## config.mk

```make
export PLATFORM = sky130hd
export DESIGN_NAME = i2c_bit_level_master
export DESIGN_NICKNAME = d
export VERILOG_FILES = /design/src/hw/rtl/i2cblm_pkg.sv /design/src/hw/rtl/i2cblm_in_reg.sv /design/src/hw/rtl/i2cblm_core.sv /design/src/hw/rtl/i2cblm_out_reg.sv /design/src/hw/rtl/i2c_bit_level_master.sv
export VERILOG_INCLUDE_DIRS = /design/src /design/src/hw/rtl
export SDC_FILE = /design/constraint.sdc
export NUM_CORES = 1
export LEC_CHECK = 0
export ABC_AREA = 1
export BUFFER_PORTS_ARGS = -buffer_cell sky130_fd_sc_hd__buf_2
export CELL_PAD_IN_SITES_DETAIL_PLACEMENT = 1
export CELL_PAD_IN_SITES_GLOBAL_PLACEMENT = 2
export CORE_ASPECT_RATIO = 1.1
export CORE_UTILIZATION = 37
export CTS_BUF_LIST = sky130_fd_sc_hd__clkbuf_16
export CTS_CLUSTER_SIZE = 16
export DETAILED_ROUTE_END_ITERATION = 7
export PLACE_DENSITY_LB_ADDON = 0.1
export SETUP_SLACK_MARGIN = 0.02
export SYNTH_ARGS = -nofsm -noshare
export SYNTH_HDL_FRONTEND = slang
export SYNTH_SLANG_ARGS = --single-unit
```

## constraint.sdc

```tcl
create_clock -name i_clk -period 3.8 [get_ports i_clk]
set_input_delay 0.95 -clock i_clk [delete_from_list [all_inputs] [get_ports i_clk]]
set_output_delay 0.95 -clock i_clk [all_outputs]
set_load 0.05 [all_outputs]
```

## src/hw/rtl/i2c_bit_level_master_defines.svh

```systemverilog
// Assertion macros used by the I2C bit-level master RTL.
`ifndef I2C_BIT_LEVEL_MASTER_DEFINES_SVH
`define I2C_BIT_LEVEL_MASTER_DEFINES_SVH

// Same-cycle implication, checked outside reset.
`define I2CBLM_ASSERT_NOW(label, clk, rst, ante, cons, msg) \
    label: assert property (@(posedge clk) disable iff (rst) (ante) |-> (cons)) \
        else $error(msg);

// Next-cycle implication, checked outside reset.
`define I2CBLM_ASSERT_NEXT(label, clk, rst, ante, cons, msg) \
    label: assert property (@(posedge clk) disable iff (rst) (ante) |=> (cons)) \
        else $error(msg);

`endif

```

## src/hw/rtl/i2cblm_pkg.sv

```systemverilog
// Types, constants and phase drive function of the I2C bit-level master.
package i2cblm_pkg;

    typedef enum logic [3:0] {
        OP_IDLE  = 4'd0,
        OP_START = 4'd1,
        OP_STOP  = 4'd2,
        OP_REP   = 4'd3,
        OP_WRITE = 4'd4,
        OP_READ  = 4'd5,
        OP_ACK   = 4'd6,
        OP_NACK  = 4'd7,
        OP_CLEAR = 4'd8
    } t_op;

    localparam logic [15:0] HALF_PERIOD_RST = 16'd210;
    localparam logic [3:0]  WRITE_LAST_BIT  = 4'd8;
    localparam logic [3:0]  READ_LAST_BIT   = 4'd7;
    localparam logic [3:0]  ONE_LAST_BIT    = 4'd0;
    localparam logic [1:0]  SUB_SCL_LOW     = 2'd0;
    localparam logic [1:0]  SUB_SDA_SET     = 2'd1;
    localparam logic [1:0]  SUB_SCL_HIGH    = 2'd2;
    localparam logic [1:0]  START_LAST_SUB  = 2'd1;
    localparam logic [1:0]  FOUR_LAST_SUB   = 2'd3;
    localparam int          ERR_NO_ACK      = 0;
    localparam int          ERR_MISMATCH    = 1;

    typedef struct packed {
        logic [3:0] cmd;
        logic [7:0] wr_data;
        logic       sda_in;
    } t_item;

    typedef struct packed {
        logic       scl_out;
        logic       sda_out;
        logic       busy_res;
        logic       done_res;
        logic [7:0] rd_data;
        logic       err_mismatch;
        logic       err_no_ack;
    } t_res;

    typedef struct packed {
        logic scl;
        logic sda;
    } t_lines;

    // Bus levels for one phase; start/stop/repstart use sub as the phase number.
    function automatic t_lines drive(t_op op, logic [1:0] sub, logic msb, t_lines cur);
        t_lines lines;
        lines = cur;
        case (op)
            OP_START: begin
                if (sub == 2'd0) begin
                    lines.scl = 1'b1;
                    lines.sda = 1'b1;
                end else begin
                    lines.sda = 1'b0;
                end
            end
            OP_STOP, OP_REP: begin
                if (!sub[0]) begin
                    lines.scl = (sub != 2'd0);
                end else if (op == OP_STOP) begin
                    lines.sda = (sub != 2'd1);
                end else begin
                    lines.sda = (sub == 2'd1);
                end
            end
            default: begin
                if (sub == SUB_SCL_LOW) begin
                    lines.scl = 1'b0;
                end else if (sub == SUB_SCL_HIGH) begin
                    lines.scl = 1'b1;
                end else if (op == OP_WRITE) begin
                    lines.sda = msb;
                end else if (op == OP_ACK) begin
                    lines.sda = 1'b0;
                end else begin
                    lines.sda = 1'b1;
                end
            end
        endcase
        return lines;
    endfunction

endpackage

```

## src/hw/rtl/i2cblm_in_reg.sv

```systemverilog
// Input register stage: holds one accepted transaction until the core takes it.
module i2cblm_in_reg (
    input  logic                i_clk,
    input  logic                i_rst_n,
    input  logic                i_valid,
    output logic                o_stall,
    input  i2cblm_pkg::t_item   i_item,
    input  logic                i_take,
    output logic                o_vld,
    output i2cblm_pkg::t_item   o_item
);

    logic              r_vld;
    i2cblm_pkg::t_item r_item;
    logic              w_accept;

    assign o_stall  = r_vld && !i_take;
    assign w_accept = i_valid && !o_stall;

    always_ff @(posedge i_clk) begin
        if (!i_rst_n) begin
            r_vld <= 1'b0;
        end else if (w_accept) begin
            r_vld <= 1'b1;
        end else if (i_take) begin
            r_vld <= 1'b0;
        end
    end

    always_ff @(posedge i_clk) begin
        if (w_accept) begin
            r_item <= i_item;
        end
    end

    assign o_vld  = r_vld;
    assign o_item = r_item;

endmodule

```

## src/hw/rtl/i2cblm_core.sv

```systemverilog
// Bus phase sequencer: state registers and next-state logic for one item per step.
module i2cblm_core (
    input  logic                i_clk,
    input  logic                i_rst_n,
    input  logic                i_cfg_we,
    input  logic [15:0]         i_cfg_wdata,
    input  logic                i_step,
    input  i2cblm_pkg::t_item   i_item,
    output i2cblm_pkg::t_res    o_res
);

    i2cblm_pkg::t_op    r_op, n_op;
    logic [1:0]         r_sub, n_sub;
    logic [3:0]         r_bit, n_bit;
    logic [15:0]        r_hold, n_hold;
    logic [7:0]         r_shift, n_shift;
    logic [7:0]         r_rd, n_rd;
    i2cblm_pkg::t_lines r_lines, n_lines;
    logic [1:0]         r_err, n_err;
    logic [15:0]        r_half;

    logic        w_cmd_start;
    logic        w_clear;
    logic [15:0] w_hold_dec;
    logic [15:0] w_load;
    logic        w_expire;
    logic        w_bit_op;
    logic        w_sample;
    logic [1:0]  w_last_sub;
    logic [3:0]  w_last_bit;
    logic        w_finish;
    logic        w_done;

    assign w_clear     = (r_op == i2cblm_pkg::OP_IDLE) && (i_item.cmd == i2cblm_pkg::OP_CLEAR);
    assign w_cmd_start = (r_op == i2cblm_pkg::OP_IDLE) &&
                         (i_item.cmd >= i2cblm_pkg::OP_START) &&
                         (i_item.cmd <= i2cblm_pkg::OP_NACK);
    assign w_hold_dec  = (r_hold != 16'd0) ? r_hold - 16'd1 : 16'd0;
    assign w_load      = (r_half == 16'd0) ? 16'd1 : r_half;
    assign w_expire    = (r_op != i2cblm_pkg::OP_IDLE) && (w_hold_dec == 16'd0);
    assign w_bit_op    = r_op inside {i2cblm_pkg::OP_WRITE, i2cblm_pkg::OP_READ,
                                      i2cblm_pkg::OP_ACK, i2cblm_pkg::OP_NACK};
    assign w_sample    = w_expire && (r_sub == i2cblm_pkg::SUB_SCL_HIGH) &&
                         ((r_op == i2cblm_pkg::OP_WRITE) || (r_op == i2cblm_pkg::OP_READ));

    always_comb begin
        case (r_op)
            i2cblm_pkg::OP_START:                  w_last_sub = i2cblm_pkg::START_LAST_SUB;
            i2cblm_pkg::OP_STOP, i2cblm_pkg::OP_REP: w_last_sub = i2cblm_pkg::FOUR_LAST_SUB;
            default:                               w_last_sub = i2cblm_pkg::SUB_SCL_HIGH;
        endcase
        case (r_op)
            i2cblm_pkg::OP_WRITE: w_last_bit = i2cblm_pkg::WRITE_LAST_BIT;
            i2cblm_pkg::OP_READ:  w_last_bit = i2cblm_pkg::READ_LAST_BIT;
            default:              w_last_bit = i2cblm_pkg::ONE_LAST_BIT;
        endcase
    end

    assign w_finish = w_expire && (r_sub == w_last_sub) && (!w_bit_op || (r_bit == w_last_bit));
    assign w_done   = w_clear || w_finish;

    // Next operation.
    always_comb begin
        n_op = r_op;
        if (w_cmd_start) begin
            n_op = i2cblm_pkg::t_op'(i_item.cmd);
        end else if (w_finish) begin
            n_op = i2cblm_pkg::OP_IDLE;
        end
    end

    // Phase counters, shifter, bus levels and flags.
    always_comb begin
        n_sub   = r_sub;
        n_bit   = r_bit;
        n_hold  = r_hold;
        n_shift = r_shift;
        n_rd    = r_rd;
        n_lines = r_lines;
        n_err   = r_err;
        if (w_clear) begin
            n_err = 2'b00;
        end else if (w_cmd_start) begin
            n_sub  = 2'd0;
            n_bit  = 4'd0;
            n_hold = w_load;
            if (i_item.cmd == i2cblm_pkg::OP_WRITE) begin
                n_shift = i_item.wr_data;
            end else if (i_item.cmd == i2cblm_pkg::OP_READ) begin
                n_shift = 8'd0;
            end
            n_lines = i2cblm_pkg::drive(i2cblm_pkg::t_op'(i_item.cmd), 2'd0,
                                        n_shift[7], r_lines);
        end else if (r_op != i2cblm_pkg::OP_IDLE) begin
            n_hold = w_hold_dec;
            if (w_sample) begin
                if (r_op == i2cblm_pkg::OP_READ) begin
                    n_shift = {r_shift[6:0], i_item.sda_in};
                end else if (r_bit == i2cblm_pkg::WRITE_LAST_BIT) begin
                    if (i_item.sda_in) begin
                        n_err[i2cblm_pkg::ERR_NO_ACK] = 1'b1;
                    end
                end else begin
                    if (r_shift[7] != i_item.sda_in) begin
                        n_err[i2cblm_pkg::ERR_MISMATCH] = 1'b1;
                    end
                    n_shift = {r_shift[6:0], 1'b1};
                end
            end
            if (w_finish) begin
                if (r_op == i2cblm_pkg::OP_READ) begin
                    n_rd = n_shift;
                end
                n_sub  = 2'd0;
                n_bit  = 4'd0;
                n_hold = 16'd0;
            end else if (w_expire) begin
                // Advance to the next phase and drive it.
                if (w_bit_op && (r_sub == i2cblm_pkg::SUB_SCL_HIGH)) begin
                    n_sub = i2cblm_pkg::SUB_SCL_LOW;
                    n_bit = r_bit + 4'd1;
                end else begin
                    n_sub = r_sub + 2'd1;
                end
                n_hold  = w_load;
                n_lines = i2cblm_pkg::drive(r_op, n_sub, n_shift[7], r_lines);
            end
        end
    end

    always_ff @(posedge i_clk) begin
        if (!i_rst_n) begin
            r_op    <= i2cblm_pkg::OP_IDLE;
            r_sub   <= 2'd0;
            r_bit   <= 4'd0;
            r_hold  <= 16'd0;
            r_shift <= 8'd0;
            r_rd    <= 8'd0;
            r_lines <= '{scl: 1'b1, sda: 1'b1};
            r_err   <= 2'b00;
        end else if (i_step) begin
            r_op    <= n_op;
            r_sub   <= n_sub;
            r_bit   <= n_bit;
            r_hold  <= n_hold;
            r_shift <= n_shift;
            r_rd    <= n_rd;
            r_lines <= n_lines;
            r_err   <= n_err;
        end
    end

    always_ff @(posedge i_clk) begin
        if (!i_rst_n) begin
            r_half <= i2cblm_pkg::HALF_PERIOD_RST;
        end else if (i_cfg_we) begin
            r_half <= i_cfg_wdata;
        end
    end

    always_comb begin
        o_res.scl_out      = n_lines.scl;
        o_res.sda_out      = n_lines.sda;
        o_res.busy_res     = (n_op != i2cblm_pkg::OP_IDLE);
        o_res.done_res     = w_done;
        o_res.rd_data      = n_rd;
        o_res.err_mismatch = n_err[i2cblm_pkg::ERR_MISMATCH];
        o_res.err_no_ack   = n_err[i2cblm_pkg::ERR_NO_ACK];
    end

endmodule

```

## src/hw/rtl/i2cblm_out_reg.sv

```systemverilog
// Result register: holds one result transaction until the consumer takes it.
module i2cblm_out_reg (
    input  logic               i_clk,
    input  logic               i_rst_n,
    input  logic               i_load,
    input  i2cblm_pkg::t_res   i_res,
    input  logic               i_stall,
    output logic               o_valid,
    output logic               o_free,
    output i2cblm_pkg::t_res   o_res
);

    logic             r_vld;
    i2cblm_pkg::t_res r_res;

    assign o_free = !r_vld || !i_stall;

    always_ff @(posedge i_clk) begin
        if (!i_rst_n) begin
            r_vld <= 1'b0;
        end else if (i_load) begin
            r_vld <= 1'b1;
        end else if (!i_stall) begin
            r_vld <= 1'b0;
        end
    end

    always_ff @(posedge i_clk) begin
        if (i_load) begin
            r_res <= i_res;
        end
    end

    assign o_valid = r_vld;
    assign o_res   = r_res;

endmodule

```

## src/hw/rtl/i2c_bit_level_master.sv

```systemverilog
// Top level of the I2C bit-level master.
//
//   channel   direction  handshake                 payload
//   input     in         i_in_valid / o_in_stall   i_cmd, i_wr_data, i_sda_in
//   result    out        o_out_valid / i_out_stall o_scl_out .. o_err_no_ack
//   config    in         i_cfg_we                  i_cfg_wdata (half_period)
//
// One transaction in, one result out; a new transaction is taken every cycle while the result side is not stalled.
// A transaction passes the input register, then one pass of the phase sequencer
// into the result register.
// Reset (synchronous, active low) idles the bus with both lines released and
// half_period at 210.
// A stall on the result side holds the result register and, once the input
// register is full, raises o_in_stall.
`include "i2c_bit_level_master_defines.svh"

module i2c_bit_level_master (
    input  logic        i_clk,
    input  logic        i_rst_n,
    input  logic        i_cfg_we,
    input  logic [15:0] i_cfg_wdata,
    input  logic        i_in_valid,
    output logic        o_in_stall,
    input  logic [3:0]  i_cmd,
    input  logic [7:0]  i_wr_data,
    input  logic        i_sda_in,
    output logic        o_out_valid,
    input  logic        i_out_stall,
    output logic        o_scl_out,
    output logic        o_sda_out,
    output logic        o_busy_res,
    output logic        o_done_res,
    output logic [7:0]  o_rd_data,
    output logic        o_err_mismatch,
    output logic        o_err_no_ack
);

    i2cblm_pkg::t_item w_in_item;
    i2cblm_pkg::t_item w_item;
    i2cblm_pkg::t_res  w_core_res;
    i2cblm_pkg::t_res  w_out_res;
    logic              w_in_vld;
    logic              w_out_free;
    logic              w_step;

    assign w_in_item = '{cmd: i_cmd, wr_data: i_wr_data, sda_in: i_sda_in};
    assign w_step    = w_in_vld && w_out_free;

    i2cblm_in_reg u_in_reg (
        .i_clk   (i_clk),
        .i_rst_n (i_rst_n),
        .i_valid (i_in_valid),
        .o_stall (o_in_stall),
        .i_item  (w_in_item),
        .i_take  (w_step),
        .o_vld   (w_in_vld),
        .o_item  (w_item)
    );

    i2cblm_core u_core (
        .i_clk       (i_clk),
        .i_rst_n     (i_rst_n),
        .i_cfg_we    (i_cfg_we),
        .i_cfg_wdata (i_cfg_wdata),
        .i_step      (w_step),
        .i_item      (w_item),
        .o_res       (w_core_res)
    );

    i2cblm_out_reg u_out_reg (
        .i_clk   (i_clk),
        .i_rst_n (i_rst_n),
        .i_load  (w_step),
        .i_res   (w_core_res),
        .i_stall (i_out_stall),
        .o_valid (o_out_valid),
        .o_free  (w_out_free),
        .o_res   (w_out_res)
    );

    assign o_scl_out      = w_out_res.scl_out;
    assign o_sda_out      = w_out_res.sda_out;
    assign o_busy_res     = w_out_res.busy_res;
    assign o_done_res     = w_out_res.done_res;
    assign o_rd_data      = w_out_res.rd_data;
    assign o_err_mismatch = w_out_res.err_mismatch;
    assign o_err_no_ack   = w_out_res.err_no_ack;

    `I2CBLM_ASSERT_NEXT(a_step_fills_out, i_clk, !i_rst_n, w_step, o_out_valid, "step lost result")
    `I2CBLM_ASSERT_NOW(a_done_not_busy, i_clk, !i_rst_n, o_out_valid, !(o_done_res && o_busy_res), "done while busy")
    `I2CBLM_ASSERT_NOW(a_full_stalls_in, i_clk, !i_rst_n, o_out_valid && i_out_stall && w_in_vld, o_in_stall, "input not stalled")

endmodule

```

Yosys cells after proc, flatten, opt, wreduce, memory -nomap -nowiden --
Cells that the tools add are included.
Operators by class: reduce and logical (&&, ||, !) cells 39, equality and inequality tests 21, $add $sub $neg 3, magnitude comparators 2, bitwise gates (word level) 1, mux-type cells 68
Operator list (count):
- 2-to-1 mux 16 bit | 6
- 2-to-1 mux 8 bit | 12
- 2-to-1 mux 2 bit | 21
- logical NOT 16 bit | 2
- 2-to-1 mux 4 bit | 7
- equality test 4 x 3 -> 1 bit, second input constant | 6
- 2-to-1 mux 1 bit | 19
- nonzero test 16 bit | 1
- subtractor 16 x 1 -> 16 bit, second input constant | 1
- logical AND 1 bit | 12
- nonzero test 4 bit | 3
- equality test 4 x 1 -> 1 bit, second input constant | 2
- equality test 4 x 2 -> 1 bit, second input constant | 2
- equality test 4 bit, second input constant | 2
- case mux 2 bit (2 select lines) | 2
- case mux 4 bit (2 select lines) | 1
- AND reduction 4 bit | 2
- nonzero test 2 bit | 3
- nonzero test 3 bit | 2
- logical NOT 1 bit | 5
- AND reduction 5 bit | 1
- adder 4 x 1 -> 4 bit, second input constant | 1
- equality test 2 bit, second input constant | 2
- equality test 4 bit | 1
- 14 further kinds | 18
Word-level totals: logic and storage cells 156, register bits 91

Longest topological paths before layout --
Gate-level depths: netlist (run 1).
depth in word-level cells 19, mapped depth 21, gate-level depth less buffers 21

By module --
A second synthesis (run 1) with hierarchy kept.
Unflattened totals: cell total of the unflattened synthesis 640, area, all modules 4862.2 um^2
By module, submodules not included:
- i2cblm_core | cells each 598, area each 3951.3 um^2, sequential area each 1241.2 um^2, times used 1
- i2cblm_out_reg | cells each 19, area each 462.9 um^2, sequential area each 440.4 um^2, times used 1
- i2cblm_in_reg | cells each 21, area each 440.4 um^2, sequential area each 410.4 um^2, times used 1
- i2c_bit_level_master | cells each 2, area each 7.5 um^2, sequential area each 0.0 um^2, times used 1

Least setup slack after synthesis (run 1) --
OpenSTA, ideal clock, no wires.
kind input-to-output, from in i_out_stall, to out o_in_stall, buffers on the path 0, path slack 1126 ps, arrival time 1724 ps, cell stages on the path 2, cells stage by stage nand2_1 > nor2_1
Between the ends: word-level cells in the longest chain between the ends 5
RTL lines:
- start, declared | RTL line i2c_bit_level_master.sv:28 | input logic i_out_stall,
- logical NOT 1 bit | RTL line i2cblm_out_reg.sv:16 | assign o_free = !r_vld || !i_stall;
- logical OR 1 bit | RTL line i2cblm_out_reg.sv:16
- logical AND 1 bit | RTL line i2c_bit_level_master.sv:47 | assign w_step = w_in_vld && w_out_free;
- logical NOT 1 bit | RTL line i2cblm_in_reg.sv:17 | assign o_stall = r_vld && !i_take;
- logical AND 1 bit | RTL line i2cblm_in_reg.sv:17
- end, declared | RTL line i2c_bit_level_master.sv:23 | output logic o_in_stall,
No other way between the ends.

Worst setup path in the final report (run 1) --
from reg u_core.r_op[0], to reg u_core.r_shift[5]
Between the ends: word-level cells in the longest chain between the ends 7, elaborated cells between the ends (all ways) 19, classes of those cells eq/ne (3); mux (4); bitwise (1); reduce/logical (11)
RTL lines:
- start, declared | RTL line i2cblm_core.sv:12 | i2cblm_pkg::t_op r_op, n_op;
- start signal, assigned | RTL line i2cblm_core.sv:133 | r_op <= i2cblm_pkg::OP_IDLE;
- start signal, assigned | RTL line i2cblm_core.sv:142 | r_op <= n_op;
- nonzero test 4 bit | RTL line i2cblm_core.sv:40, i2cblm_core.sv:94
- logical AND 1 bit | RTL line i2cblm_core.sv:40 | assign w_expire = (r_op != i2cblm_pkg::OP_IDLE) && (w_hold_dec == 16'd0);
- logical AND 1 bit (2 in a row) | RTL line i2cblm_core.sv:43 | assign w_sample = w_expire && (r_sub == i2cblm_pkg::SUB_SCL_HIGH) &&
- 2-to-1 mux 8 bit | RTL line i2cblm_core.sv:96 | if (w_sample) begin
- 2-to-1 mux 8 bit | RTL line i2cblm_core.sv:94 | end else if (r_op != i2cblm_pkg::OP_IDLE) begin
- 2-to-1 mux 8 bit | RTL line i2cblm_core.sv:83 | end else if (w_cmd_start) begin
- end signal, assigned | RTL line i2cblm_core.sv:146 | r_shift <= n_shift;
- end, declared | RTL line i2cblm_core.sv:16 | logic [7:0] r_shift, n_shift;
Several ways; a longest one is shown, not always the timed one. The select of a mux whose other input is x is not followed. A chain may end at the register's enable or synchronous reset.

==> metrics.txt, run 1 <==
run status=finished, violations left; failing checks=DRC; dpl ws=789.6 ps; Synth Cell Area=4933 um^2; GRT overflow=0; reg2reg start=u_core.r_op[0]; antenna cells=0; Initial Util=38.53%; FF-to-FF setup slack=810 ps; sequential area share after synthesis=42.40%; Req. time, crit path=4040 ps; CP Data Arrival Time=3230 ps; Comb pwr share=23.2%; mean area per synthesized cell=7.745 um^2; Crit Path Class=flip-flop to flip-flop; yosys warns=0; share of cells above drive strength 1=19.21%; Flop pwr share=41.6%; Mapped Nets=675; RD Place Congestion=0.8505; worst slew pin tran=844.6 ps; area grow syn2layout=13.87%; final hold vios=0; post-CTS setup buffer count=0; Hold Slack=476.7 ps; crit path max fanout=14; die width=112.1 um; Post-Route Utilization=43.87%; max-slew violations=0; Max H-tree Level=3; maximum buffer depth of the clock tree=2; Post-CTS Resized=0; Layout Nets=720; Lkg Pwr=2.477 nW; Crit. Startpoint=u_core.r_op[0]; Max Clock Freq=334.9 MHz; max-cap violation count=0; Via density=5.224; vias in the first global route=4729; post-synth cell types=50; Final min period=2986 ps; setup ws final=814.2 ps; worst setup path end=u_core.r_shift[5]; Routed WL per cell=17.05 um; R2R depth=12; sw frac=33.53%; setup TNS=0 ps; pin count of the biggest net entering global routing=31; maximum vdd drop=0.1702 mV; drt total wl=14390 um; clock latency on the worst-skew pair=350 ps; DRT iter0 DRCs=93; Port Buffers=49; RSZ-0062 raised after global routing=no; skew final=6.940 ps; final setup vio count=0; first-pass GRT wire length=23810 um; Pint=0.001762 W; # hold bufs at CTS=0; hold crit path type=flip-flop to flip-flop; HP Start=u_core.r_half[0]; residual DRC count=1; Psw=0.0008889 W; CTS tree=yes; die height=123.1 um; Critical Path End Type=flip-flop; Die Footprint=13800 um^2; Placeable Area=12800 um^2; num ports=50; total CTS buffers=9; Post-Syn Instances=637; clock sink total=91; DR pass1 iterations=6; dpl hpwl=11120 um; Post-DRT Antenna Nets=0; Synth Register Bits=91; Clk pin slew, worst setup/hold paths=70 ps; Clk Tree Root Cell=clkbuf_16; vias=4409; initial antenna violation count=0; Clk pwr share=35.2%; period utilization=78.57%; row count=43; GR Util All Layers=22.44%; R2R Path End=u_core.r_shift[5]; slew margin rel.=43.22%; power per cell area=471.9 nW/um^2; startpoint types=flip-flop
-- layer usage --
| metal | up-vias | GRT usage [%] | wire length [um] | part of all wire, % |
|---|---|---|---|---|
| met5 | - | 0 | 0 | 0 |
| met4 | 0 | 9.833 | 371 | 2.6 |
| met3 | 21 | 3.088 | 251 | 1.7 |
| met2 | 49 | 42.16 | 7500 | 52 |
| met1 | 2122 | 25.49 | 6264 | 44 |
| li1 | 2217 | - | - | - |
-- Yosys cell counts (all sizes together) --
cell type | instances | area (um^2)
xnor2 | 1 | 8.760
clkbuf | 13 | 48.80
nor2 | 64 | 334.1
nand4 | 8 | 65.06
nand3 | 32 | 185.2
o32ai | 1 | 16.27
buf | 8 | 55.05
o221ai | 1 | 8.760
o21ai | 75 | 386.6
a41oi | 1 | 8.760
ha | 4 | 50.05
nor4 | 6 | 43.79
o22ai | 2 | 12.51
o31ai | 1 | 7.510
xor2 | 7 | 61.31
o211ai | 1 | 7.510
a21oi | 70 | 354.1
edfxtp | 27 | 810.8
a2111oi | 1 | 8.760
nor3 | 5 | 41.29
dfxtp | 64 | 1281
and3 | 1 | 6.260
clkinv | 3 | 11.26
inv | 93 | 351.6
a211oi | 2 | 15.01
nand2 | 118 | 470.4
or2 | 10 | 62.57
a221oi | 16 | 202.7
o211a | 1 | 10.01
a21boi | 1 | 7.510
-- placed cells by master, fill, tap and decap left out, types with 6 or more instances in the layout --
cell,netlist,final
nand3_1,27,27
dfxtp_1,64,64
a221oi_1,6,6
buf_4,1,6
nand2_1,111,111
nor2_2,7,7
or2_2,6,6
inv_1,84,85
xor2_1,7,7
inv_2,8,8
nor2_1,48,48
o21ai_0,50,50
a21oi_1,69,69
o21ai_1,22,22
nand4_1,7,7
edfxtp_1,27,27
clkbuf_16,0,9
buf_2,5,49
a221oi_2,10,10
nor2_4,8,8
-- layout make-up --
cell class / instances / area, um^2
Clock buffer: 9 / 225.2
Clock inverter: 7 / 76.32
Fill cell: 1591 / 7187
Inverter: 96 / 362.8
Multi-Input combinational cell: 429 / 2375
Sequential cell: 91 / 2092
Tap cell: 157 / 196.4
Timing Repair Buffer: 55 / 290.3
-- sequential cells by signal (all words and copies together), names as in the netlist --
register,count
u_core.r_shift,8
u_core.r_err,2
u_in_reg.o_vld,1
u_core.r_sub,2
u_core.r_rd,8
u_core.r_hold,16
u_core.r_op,4
u_out_reg.o_res,14
u_core.r_half,16
u_core.r_bit,4
u_core.r_lines,2
u_out_reg.o_valid,1
u_in_reg.o_item,13
-- per-stage QoR --
step | instances | total power, W | cell area (um^2)
after floorplan | 637 | 0.001574 | 4933
after global routing | 844 | 0.002784 | 5618
after CTS | 844 | 0.002676 | 5618
final | 844 | 0.002651 | 5618
after detailed placement | 828 | 0.001747 | 5316
after global placement | 828 | 0.001733 | 5316
-- power groups by stage --
stage / sequential [W] / combinational, W / clock, W
6_report: 0.00110 / 0.000616 / 0.000932
3_3_place_gp: 0.00113 / 0.000608 / 0
5_1_grt: 0.00111 / 0.000694 / 0.000980
3_5_place_dp: 0.00113 / 0.000621 / 0
4_1_cts: 0.00110 / 0.000625 / 0.000947
2_1_floorplan: 0.00114 / 0.000430 / 0
-- logic make-up (layout without fill, tap and decap cells) --
logic type | Yosys count | in the layout | synth area share, %
flops | 91 | 91 | 42.40
fa+ha+maj | 4 | 4 | 1.014
simple gates | 244 | 244 | 24.50
xor+xnor | 8 | 8 | 1.420
buf+inv | 117 | 167 | 9.460
compound gates | 173 | 173 | 21.20
-- worst min path at each step --
stage / end / cells past startpoint
6_report: u_core.r_half[0] / 2
5_1_grt: u_out_reg.o_valid / 2
4_1_cts: u_out_reg.o_valid / 2
3_5_place_dp: u_core.r_half[0] / 2
3_3_place_gp: u_core.r_op[2] / 2
2_1_floorplan: u_core.r_half[0] / 2
-- worst max-delay path, stage by stage, from the launching register on --
cell	delay, ps
dfxtp_1	370
nor2_2	180
inv_1	60
nor2_1	200
inv_2	150
nor2_4	120
nand2_1	340
clkinv_1	440
o21ai_0	150
nand2_1	260
clkinv_1	300
o21ai_0	260
a21oi_1	50
Power figures use the tool's default switching activity.
==> run 2: changes to the inputs <==
CORE_UTILIZATION = 35   (was 37)
clock period = 3 ns   (was 3.8 ns; I/O delays follow)
==> run 2 against run 1 <==
Critical path depth is 3 higher. Power is 24% higher. Register-to-register slack worse by 540 ps. Largest power group unchanged. Sequential power is 27% higher. Worst hold slack better by 6.7 ps. Global-route usage is 0.78 points lower. The run now ends clean. Largest cell class unchanged. Via count is 0.61% higher. Non-clock buffer count is 5 higher. Highest routed layer unchanged. Routed wire length is 1.5% higher. Maximum frequency is 9.4% higher. Combinational power is 28% higher.
==> metrics.txt, run 2 (synthesized netlist as in run 1, its figures left out) <==
hold crit path type=flip-flop to flip-flop; die width=115.2 um (+2.8%); initial antenna violation count=1 (+1); residual DRC count=0 (-1); clock sink total=91 (unchanged); RD Place Congestion=0.8456 (-0.58%); num ports=50 (unchanged); crit path max fanout=6 (-8); Initial Util=35.76% (-2.8 points); vias in the first global route=4731 (+0.042%); die height=126.5 um (+2.8%); Final min period=2729 ps (-256.6 ps); Placeable Area=13790 um^2 (+7.7%); total CTS buffers=9 (unchanged); CP Data Arrival Time=2840 ps (-390 ps); commonest non-fill, non-tap cell in the layout=nand2_1; Crit Path Class=flip-flop to flip-flop; power per cell area=577.7 nW/um^2 (+22%); maximum buffer depth of the clock tree=2 (unchanged); Clk Tree Root Cell=clkbuf_16; setup ws final=270.8 ps (-543.4 ps); dpl hpwl=10920 um (-1.7%); # placed instances=863 (+4.2%); Req. time, crit path=3110 ps (-930 ps); Max Clock Freq=366.4 MHz (+9.4%); Critical Path End Type=flip-flop; startpoint types=flip-flop; Max H-tree Level=3 (unchanged); Port Buffers=49 (unchanged); clock latency on the worst-skew pair=350 ps (about the same); setup TNS=0 ps (unchanged); vias=4436 (+0.61%); maximum vdd drop=0.3594 mV (+110%); max-cap violation count=0 (unchanged); final setup vio count=0 (unchanged); first-pass GRT wire length=24040 um (+0.96%); run status=complete, no violations; period utilization=90.97% (+12 points); DRT iter0 DRCs=212 (+130%); Layout Nets=725 (+0.69%); Lkg Pwr=2.490 nW (+0.51%); Clk pin slew, worst setup/hold paths=70 ps (about the same); skew final=5.995 ps (-0.9455 ps); dpl ws=182.7 ps (-606.9 ps); GRT overflow=0 (unchanged); GR Util All Layers=21.66% (-0.78 points); DR pass1 iterations=4 (-2); max-slew violations=0 (unchanged); commonest cells after routing, fill and taps aside=110 x nand2_1, 84 x inv_1, 69 x a21oi_1; worst slew pin tran=800.6 ps (-44.03 ps); Via density=5.035 (-3.6%); row count=45 (+4.7%); Post-DRT Antenna Nets=0 (unchanged); share of cells above drive strength 1=20.09% (+0.87 points); Die Footprint=14580 um^2 (+5.6%); CTS tree=yes; final hold vios=0 (unchanged); # hold bufs at CTS=0 (unchanged); Routed WL per cell=16.57 um (-2.8%); pin count of the biggest net entering global routing=36 (+16%); Hold Slack=483.4 ps (+6.695 ps); area grow syn2layout=15.29%; Layout Cells excl Fill=881 (+4.4%); slew margin rel.=46.14% (+2.9 points); RSZ-0062 raised after global routing=yes; FF-to-FF setup slack=270 ps (-540 ps); drt total wl=14600 um (+1.5%)
## run 2: final timing paths
kind | startpoint | endpoint | depth (start not counted)
max reg2reg | u_core.r_hold[0] | u_out_reg.o_res[4] | 15
max | u_core.r_hold[0] | u_out_reg.o_res[4] | 15
min reg2reg | u_core.r_op[2] | u_core.r_op[2] | 2
min | u_core.r_op[2] | u_core.r_op[2] | 2
## run 2: critical path, cell delays in order (launching register included)
cell and delay (ps):
dfxtp_1 300, inv_1 150, ha_1 240, nand2_2 120, nor2_4 180, nand4_1 130, nand3_1 180, nand4_1 110
or2_1 230, nor2_2 180, nand2_2 150, nor2_4 180, buf_4 160, nand2_1 50, nand2_1 90, inv_1 50
## run 2: cell type report
cell class                 count  area (um^2)
inverter                      96        362.8
multi-input combinational    429         2380
fill                        1712         8107
clock inverter                 7        50.05
timing repair buffer          60        340.3
clock buffer                   9        225.2
tap                          188        235.2
sequential                    91         2092
antenna                        1        2.502
## run 2: stage by stage
stage          util (%)  power, W  instance area [um^2]
4_1_cts           41.12  0.003321                  5673
5_1_grt           41.22  0.003467                  5685
2_1_floorplan         -  0.001994                  4933
3_5_place_dp      39.13  0.002216                  5398
3_3_place_gp      39.13  0.002199                  5398
6_report          41.23  0.003286                  5688
## run 2: power breakdown
| part | switching (W) | internal, W |
|---|---|---|
| clock | 0.000529 | 0.000567 |
| sequential | 0.0000539 | 0.00134 |
| combinational | 0.000548 | 0.000244 |
| total | 0.00113 | 0.00216 |
## run 2: timing repair
| action | in CTS | in global routing |
|---|---|---|
| setup endpoints to repair | 0 | 14 |
| buffers inserted | 0 | 1 |
| resized for setup | 0 | 2 |
## run 2: layer usage
metal / vias up / wire length [um] / track usage [%]
met4: 0 / 381 / 10.31
met3: 21 / 299 / 2.867
met5: - / 0 / 0
met1: 2122 / 6472 / 25.60
li1: 2236 / - / -
met2: 57 / 7448 / 38.41
